--- src/aln_pkg.sv ---
package aln_pkg;

   // Character codes the normalizer reacts to
   localparam logic [7:0] CH_NEWLINE = 8'h0A;
   localparam logic [7:0] CH_SEMI    = 8'h3B;
   localparam logic [7:0] CH_COLON   = 8'h3A;
   localparam logic [7:0] CH_SPACE   = 8'h20;
   localparam logic [7:0] CH_TAB     = 8'h09;
   localparam logic [7:0] CH_VTAB    = 8'h0B;
   localparam logic [7:0] CH_FFEED   = 8'h0C;
   localparam logic [7:0] CH_CRET    = 8'h0D;

   // Result kinds
   localparam logic KIND_CHAR   = 1'b0;
   localparam logic KIND_STATUS = 1'b1;

   // Line status codes
   localparam logic [1:0] STAT_PLAIN = 2'd0;
   localparam logic [1:0] STAT_LABEL = 2'd1;
   localparam logic [1:0] STAT_EMPTY = 2'd2;
   localparam logic [1:0] STAT_EOF   = 2'd3;

   // Queue geometry
   localparam int unsigned QUEUE_DEPTH = 4;
   localparam int unsigned QPTR_W      = 2;
   localparam int unsigned QCNT_W      = 3;

   typedef struct packed {
      logic       item_kind;
      logic [7:0] char_out;
      logic [6:0] char_pos;
      logic [1:0] line_status;
      logic       line_overflow;
      logic       last_result;
   } result_type;

   localparam result_type RESULT_NONE = '{
      item_kind:     KIND_CHAR,
      char_out:      8'h00,
      char_pos:      7'd0,
      line_status:   STAT_PLAIN,
      line_overflow: 1'b0,
      last_result:   1'b0
   };

   function automatic logic is_white(input logic [7:0] c);
      return (c == CH_SPACE) || (c == CH_TAB) || (c == CH_VTAB) ||
             (c == CH_FFEED) || (c == CH_CRET);
   endfunction

endpackage

--- src/assembly_line_normalizer.sv ---
// Assembly line normalizer.
// Input channel (req_*): one source byte per transaction, or an end-of-file
// mark when req_end_of_file is set. Result channel (rsp_*): normalized
// characters with their line position, and line status words at newline or
// end of file. An input transaction gives zero, one or two results; the last
// result of a transaction carries rsp_last_result.
// Latency: a result is on rsp_* the cycle after its input transaction, when
// the result queue is empty. Throughput: one input transaction per cycle while
// req_ready is high; the line state updates in one short step between the
// input handshake and a 4-entry result queue, draining one result per cycle.
// req_ready is high while the queue has room for two results, so it does not
// depend on rsp_ready in the same cycle. When the receiver stalls, results
// pile up in the queue and req_ready falls once fewer than two slots are free.
// An end of file after a nonempty line costs two queue slots, so a long run
// of those drains at one result per cycle.
// Reset (synchronous, active high) clears the line state and empties the
// queue; no results are pending afterwards.
module assembly_line_normalizer #(
   parameter int unsigned LINE_LEN = 128
) (
   input  logic       clock,
   input  logic       reset,
   input  logic       req_valid,
   output logic       req_ready,
   input  logic [7:0] req_char_in,
   input  logic       req_end_of_file,
   output logic       rsp_valid,
   input  logic       rsp_ready,
   output logic       rsp_item_kind,
   output logic [7:0] rsp_char_out,
   output logic [6:0] rsp_char_pos,
   output logic [1:0] rsp_line_status,
   output logic       rsp_line_overflow,
   output logic       rsp_last_result
);

   localparam int unsigned WP_W = $clog2(LINE_LEN);
   localparam logic [WP_W-1:0] WP_LIMIT = WP_W'(LINE_LEN - 1);

   // Line state
   logic            line_nonempty_ff, line_nonempty_in;
   logic            last_was_space_ff, last_was_space_in;
   logic            saw_colon_ff, saw_colon_in;
   logic            in_comment_ff, in_comment_in;
   logic [WP_W-1:0] write_position_ff, write_position_in;
   logic            overflowed_ff, overflowed_in;

   // Result queue
   aln_pkg::result_type            queue_ff [aln_pkg::QUEUE_DEPTH];
   logic [aln_pkg::QPTR_W-1:0]     wr_ptr_ff, wr_ptr_in;
   logic [aln_pkg::QPTR_W-1:0]     rd_ptr_ff, rd_ptr_in;
   logic [aln_pkg::QCNT_W-1:0]     count_ff, count_in;

   logic                req_fire;
   logic                rsp_fire;
   logic [1:0]          push_n;
   aln_pkg::result_type res0;
   aln_pkg::result_type res1;
   aln_pkg::result_type char_res;
   aln_pkg::result_type stat_res;
   aln_pkg::result_type eof_res;
   logic [1:0]          line_code;
   logic                fits;

   assign req_ready = (count_ff <= aln_pkg::QCNT_W'(aln_pkg::QUEUE_DEPTH - 2));
   assign req_fire  = req_valid && req_ready;
   assign rsp_valid = (count_ff != '0);
   assign rsp_fire  = rsp_valid && rsp_ready;

   assign fits    = (write_position_ff < WP_LIMIT);

   always_comb begin
      if (in_comment_ff || !line_nonempty_ff) begin
         line_code = aln_pkg::STAT_EMPTY;
      end else if (saw_colon_ff) begin
         line_code = aln_pkg::STAT_LABEL;
      end else begin
         line_code = aln_pkg::STAT_PLAIN;
      end
   end

   // Candidate results
   always_comb begin
      char_res             = aln_pkg::RESULT_NONE;
      char_res.item_kind   = aln_pkg::KIND_CHAR;
      char_res.char_pos    = 7'(write_position_ff);
      char_res.last_result = 1'b1;

      stat_res               = aln_pkg::RESULT_NONE;
      stat_res.item_kind     = aln_pkg::KIND_STATUS;
      stat_res.line_status   = line_code;
      stat_res.line_overflow = overflowed_ff;

      eof_res             = aln_pkg::RESULT_NONE;
      eof_res.item_kind   = aln_pkg::KIND_STATUS;
      eof_res.line_status = aln_pkg::STAT_EOF;
      eof_res.last_result = 1'b1;
   end

   // Line state update and result selection
   always_comb begin
      line_nonempty_in  = line_nonempty_ff;
      last_was_space_in = last_was_space_ff;
      saw_colon_in      = saw_colon_ff;
      in_comment_in     = in_comment_ff;
      write_position_in = write_position_ff;
      overflowed_in     = overflowed_ff;
      push_n            = 2'd0;
      res0              = char_res;
      res1              = eof_res;

      if (req_end_of_file) begin
         if (!in_comment_ff && line_nonempty_ff) begin
            res0   = stat_res;
            push_n = 2'd2;
         end else begin
            res0   = eof_res;
            push_n = 2'd1;
         end
      end else if (req_char_in == aln_pkg::CH_NEWLINE) begin
         res0             = stat_res;
         res0.last_result = 1'b1;
         push_n           = 2'd1;
      end else if (in_comment_ff) begin
         push_n = 2'd0;
      end else if (aln_pkg::is_white(req_char_in)) begin
         if (line_nonempty_ff && !last_was_space_ff) begin
            last_was_space_in = 1'b1;
            res0.char_out     = aln_pkg::CH_SPACE;
            if (fits) begin
               push_n            = 2'd1;
               write_position_in = write_position_ff + 1'b1;
            end else begin
               overflowed_in = 1'b1;
            end
         end
      end else if (req_char_in == aln_pkg::CH_SEMI) begin
         in_comment_in = 1'b1;
      end else begin
         if (req_char_in == aln_pkg::CH_COLON) begin
            saw_colon_in = 1'b1;
         end
         line_nonempty_in  = 1'b1;
         last_was_space_in = 1'b0;
         res0.char_out     = req_char_in;
         if (fits) begin
            push_n            = 2'd1;
            write_position_in = write_position_ff + 1'b1;
         end else begin
            overflowed_in = 1'b1;
         end
      end

      // Newline and end of file close the line
      if (req_end_of_file || (req_char_in == aln_pkg::CH_NEWLINE)) begin
         line_nonempty_in  = 1'b0;
         last_was_space_in = 1'b0;
         saw_colon_in      = 1'b0;
         in_comment_in     = 1'b0;
         write_position_in = '0;
         overflowed_in     = 1'b0;
      end
   end

   always_ff @(posedge clock) begin
      if (reset) begin
         line_nonempty_ff  <= 1'b0;
         last_was_space_ff <= 1'b0;
         saw_colon_ff      <= 1'b0;
         in_comment_ff     <= 1'b0;
         write_position_ff <= '0;
         overflowed_ff     <= 1'b0;
      end else if (req_fire) begin
         line_nonempty_ff  <= line_nonempty_in;
         last_was_space_ff <= last_was_space_in;
         saw_colon_ff      <= saw_colon_in;
         in_comment_ff     <= in_comment_in;
         write_position_ff <= write_position_in;
         overflowed_ff     <= overflowed_in;
      end
   end

   // Queue pointers
   always_comb begin
      wr_ptr_in = wr_ptr_ff;
      rd_ptr_in = rd_ptr_ff;
      count_in  = count_ff;
      if (req_fire) begin
         wr_ptr_in = wr_ptr_ff + aln_pkg::QPTR_W'(push_n);
         count_in  = count_in + aln_pkg::QCNT_W'(push_n);
      end
      if (rsp_fire) begin
         rd_ptr_in = rd_ptr_ff + 1'b1;
         count_in  = count_in - 1'b1;
      end
   end

   always_ff @(posedge clock) begin
      if (reset) begin
         wr_ptr_ff <= '0;
         rd_ptr_ff <= '0;
         count_ff  <= '0;
      end else begin
         wr_ptr_ff <= wr_ptr_in;
         rd_ptr_ff <= rd_ptr_in;
         count_ff  <= count_in;
      end
   end

   // Queue storage, no reset needed
   always_ff @(posedge clock) begin
      if (req_fire && (push_n != 2'd0)) begin
         queue_ff[wr_ptr_ff] <= res0;
      end
      if (req_fire && (push_n == 2'd2)) begin
         queue_ff[wr_ptr_ff + 1'b1] <= res1;
      end
   end

   assign rsp_item_kind     = queue_ff[rd_ptr_ff].item_kind;
   assign rsp_char_out      = queue_ff[rd_ptr_ff].char_out;
   assign rsp_char_pos      = queue_ff[rd_ptr_ff].char_pos;
   assign rsp_line_status   = queue_ff[rd_ptr_ff].line_status;
   assign rsp_line_overflow = queue_ff[rd_ptr_ff].line_overflow;
   assign rsp_last_result   = queue_ff[rd_ptr_ff].last_result;

`ifndef SYNTH
   // Queue never holds more than its depth
   assert property (@(posedge clock) disable iff (reset)
      count_ff <= aln_pkg::QCNT_W'(aln_pkg::QUEUE_DEPTH))
      else $error("result queue overfilled");

   // Write position never passes the line store limit
   assert property (@(posedge clock) disable iff (reset)
      write_position_ff <= WP_LIMIT)
      else $error("write position beyond line store");

   // End of file or newline always leaves a fresh line
   assert property (@(posedge clock) disable iff (reset)
      req_fire && (req_end_of_file || (req_char_in == aln_pkg::CH_NEWLINE)) |=>
         !line_nonempty_ff && !in_comment_ff && !overflowed_ff &&
         (write_position_ff == '0))
      else $error("line state not cleared at end of line");

   // A stored character advances the position by one
   assert property (@(posedge clock) disable iff (reset)
      req_fire && (push_n == 2'd1) && (res0.item_kind == aln_pkg::KIND_CHAR) |=>
         write_position_ff == $past(write_position_ff) + 1'b1)
      else $error("write position did not advance");
`endif

endmodule

--- config.mk ---
export PLATFORM = sky130hd
export DESIGN_NAME = assembly_line_normalizer
export DESIGN_NICKNAME = d
export VERILOG_FILES = /design/src/aln_pkg.sv /design/src/assembly_line_normalizer.sv
export SDC_FILE = /design/constraint.sdc
export NUM_CORES = 1
export LEC_CHECK = 0
export ABC_AREA = 0
export BUFFER_PORTS_ARGS = -buffer_cell sky130_fd_sc_hd__clkbuf_2
export CAP_MARGIN = 30
export CORE_MARGIN = 3
export CORE_UTILIZATION = 65
export DETAILED_ROUTE_END_ITERATION = 16
export GPL_TIMING_DRIVEN = 1
export PLACE_DENSITY = 0.91
export SYNTH_ARGS = -nofsm -noshare
export SYNTH_HDL_FRONTEND = slang
export SYNTH_SLANG_ARGS = --single-unit
--- constraint.sdc ---
create_clock -name clock -period 7.8 [get_ports clock]
set_input_delay 0 -clock clock [delete_from_list [all_inputs] [get_ports clock]]
set_output_delay 0 -clock clock [all_outputs]
set_load 0.05 [all_outputs]
==> results of run 1 <==
## area by class of cell
cell class / count / area share (%)
Inverter: 4 / 0.2912
Tap cell: 96 / 2.330
Sequential cell: 101 / 39.21
Multi-Input combinational cell: 336 / 50.04
Clock inverter: 6 / 1.165
Clock buffer: 9 / 2.402
Timing Repair Buffer: 41 / 4.562
## cells in the mapped netlist (2+ instances only)
master,number,area [sq um]
o211ai_1,2,15.01
a21o_1,2,15.01
nor2b_1,8,50.05
clkbuf_1,14,52.55
mux4_2,20,450.4
nand4b_1,3,26.28
mux2i_1,65,650.6
xor2_1,2,17.52
nor3_2,4,40.04
buf_2,6,30.03
ha_1,4,50.05
o21a_1,3,22.52
nand3_1,6,30.03
o22ai_1,3,18.77
or4_1,3,22.52
dfxtp_1,101,2022
xnor2_1,3,26.28
o21ai_0,10,50.05
a21oi_1,17,85.08
a21oi_4,5,81.33
a211o_1,13,113.9
inv_1,4,15.01
nor3_1,3,15.01
or3_1,5,31.28
and2_1,11,68.82
nor2_1,95,356.6
buf_6,8,90.09
nand2_1,19,71.32
nand2b_1,3,18.77
and3_1,4,25.02
nand4_1,2,12.51
and4_1,4,35.03
## logic make-up (layout without fill, tap and decap cells)
| family | Yosys count | count (layout) | synth area share, % |
|---|---|---|---|
| AO/OA/AOI/OAI | 62 | 62 | 9.716 |
| XOR/XNOR | 5 | 5 | 0.9142 |
| AND/OR/NAND/NOR | 178 | 178 | 18.33 |
| adder cells (fa/ha/maj) | 5 | 5 | 1.463 |
| buffers and inverters | 34 | 60 | 4.153 |
| flip-flops | 101 | 101 | 42.20 |
| multiplexers | 86 | 86 | 23.22 |
## stage by stage
step	cell area, sq um	instances	hold slack, ns	power, mW	util [%]
floorplan	4791	471	0.07931	1.357	-
global placement	4930	574	0.3549	1.466	70.61
detailed placement	4952	576	0.3628	1.506	70.93
CTS	5156	593	0.1166	1.813	73.85
global route	5156	593	0.1515	1.900	73.85
finish	5156	593	0.1380	1.807	73.85
## tightest hold or removal path: stages
cell      delay, ns
clkbuf_2       0.11
nand2_1        0.07
nor3b_1        0.10
mux2i_1        0.14
nor2_1         0.05
## where the power goes
part	internal (mW)	switching [mW]	total (mW)
registers	0.652	0.0870	0.739
clock network	0.120	0.188	0.309
logic	0.288	0.472	0.759
## state kept, by name, summed over array words and instances, names as in the netlist, named ones only
signal,cells
in_comment_ff,1
count_ff,3
line_nonempty_ff,1
overflowed_ff,1
queue_ff,80
rd_ptr_ff,2
write_position_ff,7
wr_ptr_ff,2
saw_colon_ff,1
last_was_space_ff,1
## final timing paths
check	endpoint	slack, ns	cells after the start
worst max register to register	queue_ff[1][0]$_SDFFE_PP1P_	4.49	5
worst min-delay path	queue_ff[0][14]$_SDFFE_PP0P_	0.14	5
worst min register to register	queue_ff[2][19]$_SDFFE_PP1P_	0.47	1
worst max-delay path	queue_ff[1][0]$_SDFFE_PP1P_	4.49	5
## routing by layer
metal	GRT usage, %	routed length [microns]
met1	32.24	4428
met5	0	0
met3	6.317	677
met2	46.72	5425
met4	12.75	459
==> results.md, run 1 <==
- Commonest non-fill, non-tap cell in the layout: dfxtp_1
- Syn Area/Cell: 10.17 sq um
- Vias per cell: 6.255
- Leak: 2.508 nW
- Fmax: 302.3 MHz
- Number of enable flip-flop cells after synthesis: 0
- Top FF cell, synth: dfxtp_1
- Clock root buffer: clkbuf_8
- Synth-to-Final Area Change: 7.626%
- Crit path cell chain: a21oi_1 > and2_0 > nand3_1 > nor2_2 > o21bai_1
- Die area: 8436 sq um
- WL per Instance: 18.53 microns
- WP data required: 8.03 ns
- Die W: 91.85 microns
- Final nets: 511
- Max-cap viol count: 0
- Synth async-reset ratio: 0%
- Worst Hold Launch: req_char_in[3]
- Seq. cell area: 2022 sq um
- Post-synthesis sequential area ratio: 42.20%
- Seq cells post-synth: 101
- Slew HR: 33.83%
- Largest net degree at the start of global routing: 22
- Routability congestion estimate: 0.8466
- Drt pass-1 iters: 7
- Hold WC Path Type: in2reg
- Multi-input gate area in the final layout: 2580 sq um
- Crit path kind: reg2reg
- Post-Synthesis Cells: 471
- Peak VDD IR: 235.4 uV
- Final antenna diode count: 0
- CTS H-tree depth: 3
- Startpoint Class: flip-flop
- Final min period: 3.308 ns
- Count of pins over their slew limit: 0
- Grt total ovfl: 0
- CTS sink cnt: 101
- Buffer count from post-CTS setup fixing: 0
- Maximum clock path buffer count: 2
- Commonest non-fill, non-tap cells in the layout: 101 x dfxtp_1, 93 x nor2_1, 65 x mux2i_1
- Routed wire length: 10990 microns
- CTS buffer count: 9
- All-Layer GR Usage: 27.24%
- Iter 0 DRT Violations: 224
- Launch point of the worst path: count_ff[1]$_SDFF_PP0_
- Slew @ Worst Pin: 0.9916 ns
- First-pass GRT wire length: 18240 microns
- Clk pin slew, worst setup/hold paths: 0.11 ns
- Detail Route Antenna Nets: 0
- Max FO, Critical Path: 20
- Hold Fails Final Rpt: 0
- Number of global-route vias before repair: 3769
- Post-CTS Resized: 0
- RSZ-0062 raised after global routing: no
- Ports: 35
- Die Span Y: 91.85 microns
- Setup Slack @ Placement: 4.531 ns
- Initial Util: 68.62%
- DRC Markers: 0
- Critical path data arrival time: 3.54 ns
- Distinct cells, synth: 51
- DPL Wire Length: 7353 microns
- Largest delay share family, worst path: simple AND/OR/NAND/NOR gates
- Slowest-stage cell, CP: nor2_2
- Core area: 6982 sq um
- Endpoints failing setup: 0
- Area of the mapped netlist: 4791 sq um
- Setup ws final: 4.492 ns
- Num rows: 30
- Vias: 3709
- Max incr delay on CP: 0.92 ns
- Setup TNS: 0 ns
- Buf+Inv Stages, Crit Path: 0
- CTS tree: done
- Final period util: 42.42%
- Status: complete, no violations
- Ys Warns: 0
- Hold_buf cts: 2
- R2r startpoint: count_ff[1]$_SDFF_PP0_
- Pwr/cell area: 350.5 nW/um^2
- Worst-Skew Late Latency: 0.37 ns
- Layout cells sized above 1: 18.31%
- # fillers: 493
- Initial antenna violation count: 0
- Final Skew: 0.01658 ns
- IO buf count: 34
- Worst setup EP type: flip-flop
- Synthesized netlist net count: 489
No activity file was read; power rests on OpenSTA's default activity.
==> run 2, diff against run 1 <==
Settings changed: CORE_UTILIZATION 65 to 60, PLACE_DENSITY 0.91 to 0.85.
Clock period 7.8 ns to 3.3 ns, I/O delays scaled along.
==> run 2 against run 1 <==
Net effect:
- clock skew decreased by 0.0042 ns
- design area increased by 1.4%
- clock-buffer cell count unchanged
- critical endpoint is now count_ff[1]$_SDFF_PP0_
==> results.md, run 2 (same netlist as run 1, synthesis figures left out) <==
- Final antenna diode count: 0 (unchanged)
- Number of global-route vias before repair: 3624 (-3.8%)
- First-pass GRT wire length: 17620 microns (-3.4%)
- Routed wire length: 10550 microns (-4.0%)
- Count of pins over their slew limit: 0 (unchanged)
- Die W: 95.36 microns (+3.8%)
- Power, Total: 4.293 mW (+140%)
- Number of flip-flops in the largest register: 80 (unchanged)
- Critical path data arrival time: 3.27 ns (-0.27 ns)
- Startpoint Class: flip-flop
- # fillers: 587 (+19%)
- Commonest non-fill, non-tap cell in the layout: dfxtp_1
- Clk pin slew, worst setup/hold paths: 0.09 ns (-0.02 ns)
- Synth-to-Final Area Change: 9.167%
- CTS H-tree depth: 3 (unchanged)
- Post-CTS Resized: 0 (unchanged)
- Power Internal: 2.581 mW (+140%)
- Net switching fraction of the power: 39.88% (-1.4 points)
- WL per Instance: 17.41 microns (-6.1%)
- Biggest regs: queue_ff x80, write_position_ff x7, count_ff x3
- Worst Hold Depth: 4 (-1)
- All-Layer GR Usage: 25.06% (-2.2 points)
- Buffer count from post-CTS setup fixing: 0 (unchanged)
- Final Skew: 0.01235 ns (-0.004235 ns)
- R2r startpoint: write_position_ff[2]$_SDFFE_PP0P_
- Leak: 2.561 nW (+2.1%)
- Initial antenna violation count: 0 (unchanged)
- Initial Util: 64.00% (-4.6 points)
- Drt pass-1 iters: 4 (-3)
- R2r worst-path depth: 13 (+8)
- Die Span Y: 95.36 microns (+3.8%)
- CTS tree: done
- Die area: 9093 sq um (+7.8%)
- Pwr/cell area: 820.8 nW/um^2 (+130%)
- DPL Wire Length: 7493 microns (+1.9%)
- Vias per cell: 5.941 (-5.0%)
- Multi-input gate area in the final layout: 2575 sq um (-0.19%)
- Launch point of the worst path: write_position_ff[2]$_SDFFE_PP0P_
- Setup TNS: 0 ns (unchanged)
- Hold_buf cts: 2 (unchanged)
- Largest net degree at the start of global routing: 22 (unchanged)
- RSZ-0062 raised after global routing: no
- Clock network power share: 17.8% (+0.7 points)
- DRC Markers: 0 (unchanged)
- Final period util: 89.94% (+48 points)
- Flop pwr share: 40.4% (-0.5 points)
- Slew HR: 44.64% (+11 points)
- Ports: 35 (unchanged)
- Worst setup EP type: flip-flop
- Vias: 3600 (-2.9%)
- Worst-Skew Late Latency: 0.36 ns (about the same)
- Iter 0 DRT Violations: 177 (-21%)
- Peak VDD IR: 599.4 uV (+150%)
- Status: complete, no violations
- Maximum clock path buffer count: 2 (unchanged)
- Layout cells sized above 1: 19.53% (+1.2 points)
- Fmax: 336.9 MHz (+11%)
- WP data required: 3.60 ns (-4.43 ns)
- Final nets: 522 (+2.2%)
- Most flop-heavy register: queue_ff
- Final min period: 2.968 ns (-0.3405 ns)
- Endpoints failing setup: 0 (unchanged)
- Num rows: 31 (+3.3%)
- NetSw: 1.712 mW (+130%)
- Core area: 7486 sq um (+7.2%)
- CTS buffer count: 9 (unchanged)
- Commonest non-fill, non-tap cells in the layout: 101 x dfxtp_1, 95 x nor2_1, 65 x mux2i_1
- Hold Fails Final Rpt: 0 (unchanged)
- Max FO, Critical Path: 7 (-65%)
- Routability congestion estimate: 0.8917 (+5.3%)
- Max-cap viol count: 0 (unchanged)
- Seq. cell area: 2022 sq um (unchanged)
- IO buf count: 34 (unchanged)
- Crit path kind: reg2reg
- Final hold slack: 0.1242 ns (-0.01385 ns)
- CTS sink cnt: 101 (unchanged)
- Slew @ Worst Pin: 0.8287 ns (-0.1629 ns)
- Combinational share of power: 41.8% (-0.2 points)
- Grt total ovfl: 0 (unchanged)
- Clock root buffer: clkbuf_8
- Hold WC Path Type: in2reg
- Detail Route Antenna Nets: 0 (unchanged)
- Worst Hold Launch: req_char_in[7]
- Layout Utilization: 69.86% (-4.0 points)
## run 2: cell types whose count changed in the layout (fill, tap and decap cells not counted), sizes merged
cell	previous run	this run
buf	5	16
inv	5	6
bufinv	0	1
clkinv	5	1
clkinvlp	0	1
## run 2: cell type report
class / instances / share of cell area [%]
tap: 99 / 2.368
multi-input combinational: 336 / 49.23
sequential: 101 / 38.66
inverter: 4 / 0.2871
clock inverter: 5 / 1.148
timing repair buffer: 52 / 5.933
clock buffer: 9 / 2.368
## run 2: routing by layer
| metal | wire length (microns) | GRT usage, % |
|---|---|---|
| met5 | 0 | 0 |
| met4 | 145 | 6.731 |
| met3 | 552 | 5.288 |
| met2 | 5299 | 44.08 |
| met1 | 4550 | 31.05 |
## run 2: path summary, 6_finish.rpt
path	slack, ns	endpoint
max reg2reg	0.33	count_ff[1]$_SDFF_PP0_
max	0.33	count_ff[1]$_SDFF_PP0_
min reg2reg	0.47	queue_ff[2][19]$_SDFFE_PP1P_
min	0.12	queue_ff[2][18]$_SDFFE_PP0P_
## run 2: critical path, stage by stage (launching register included)
cell and delay [ns]:
dfxtp_1 0.42, and4_1 0.24, and4_1 0.37, nor2_1 0.10
a21oi_2 0.18, a21oi_1 0.09, ha_1 0.20, inv_1 0.07
fa_1 0.42, nor2_1 0.12, a21oi_1 0.07, ha_1 0.30
mux2_2 0.25, nor2_1 0.08
## run 2: through the flow
step	cells	instance area (sq um)	setup slack (ns)
finish	606	5230	0.3321
global route	606	5230	0.1712
CTS	606	5230	0.3465
global placement	590	5026	0.4961
detailed placement	590	5026	0.3582
floorplan	471	4791	0.3294
## run 2: power by group through the flow
| stage | logic (mW) | registers (mW) | clock network [mW] |
|---|---|---|---|
| after CTS | 1.81 | 1.73 | 0.780 |
| final | 1.79 | 1.73 | 0.765 |
| after global placement | 1.76 | 1.74 | 0 |
| after global routing | 1.94 | 1.77 | 0.833 |
| after floorplan | 1.53 | 1.68 | 0 |
| after detailed placement | 1.80 | 1.76 | 0 |
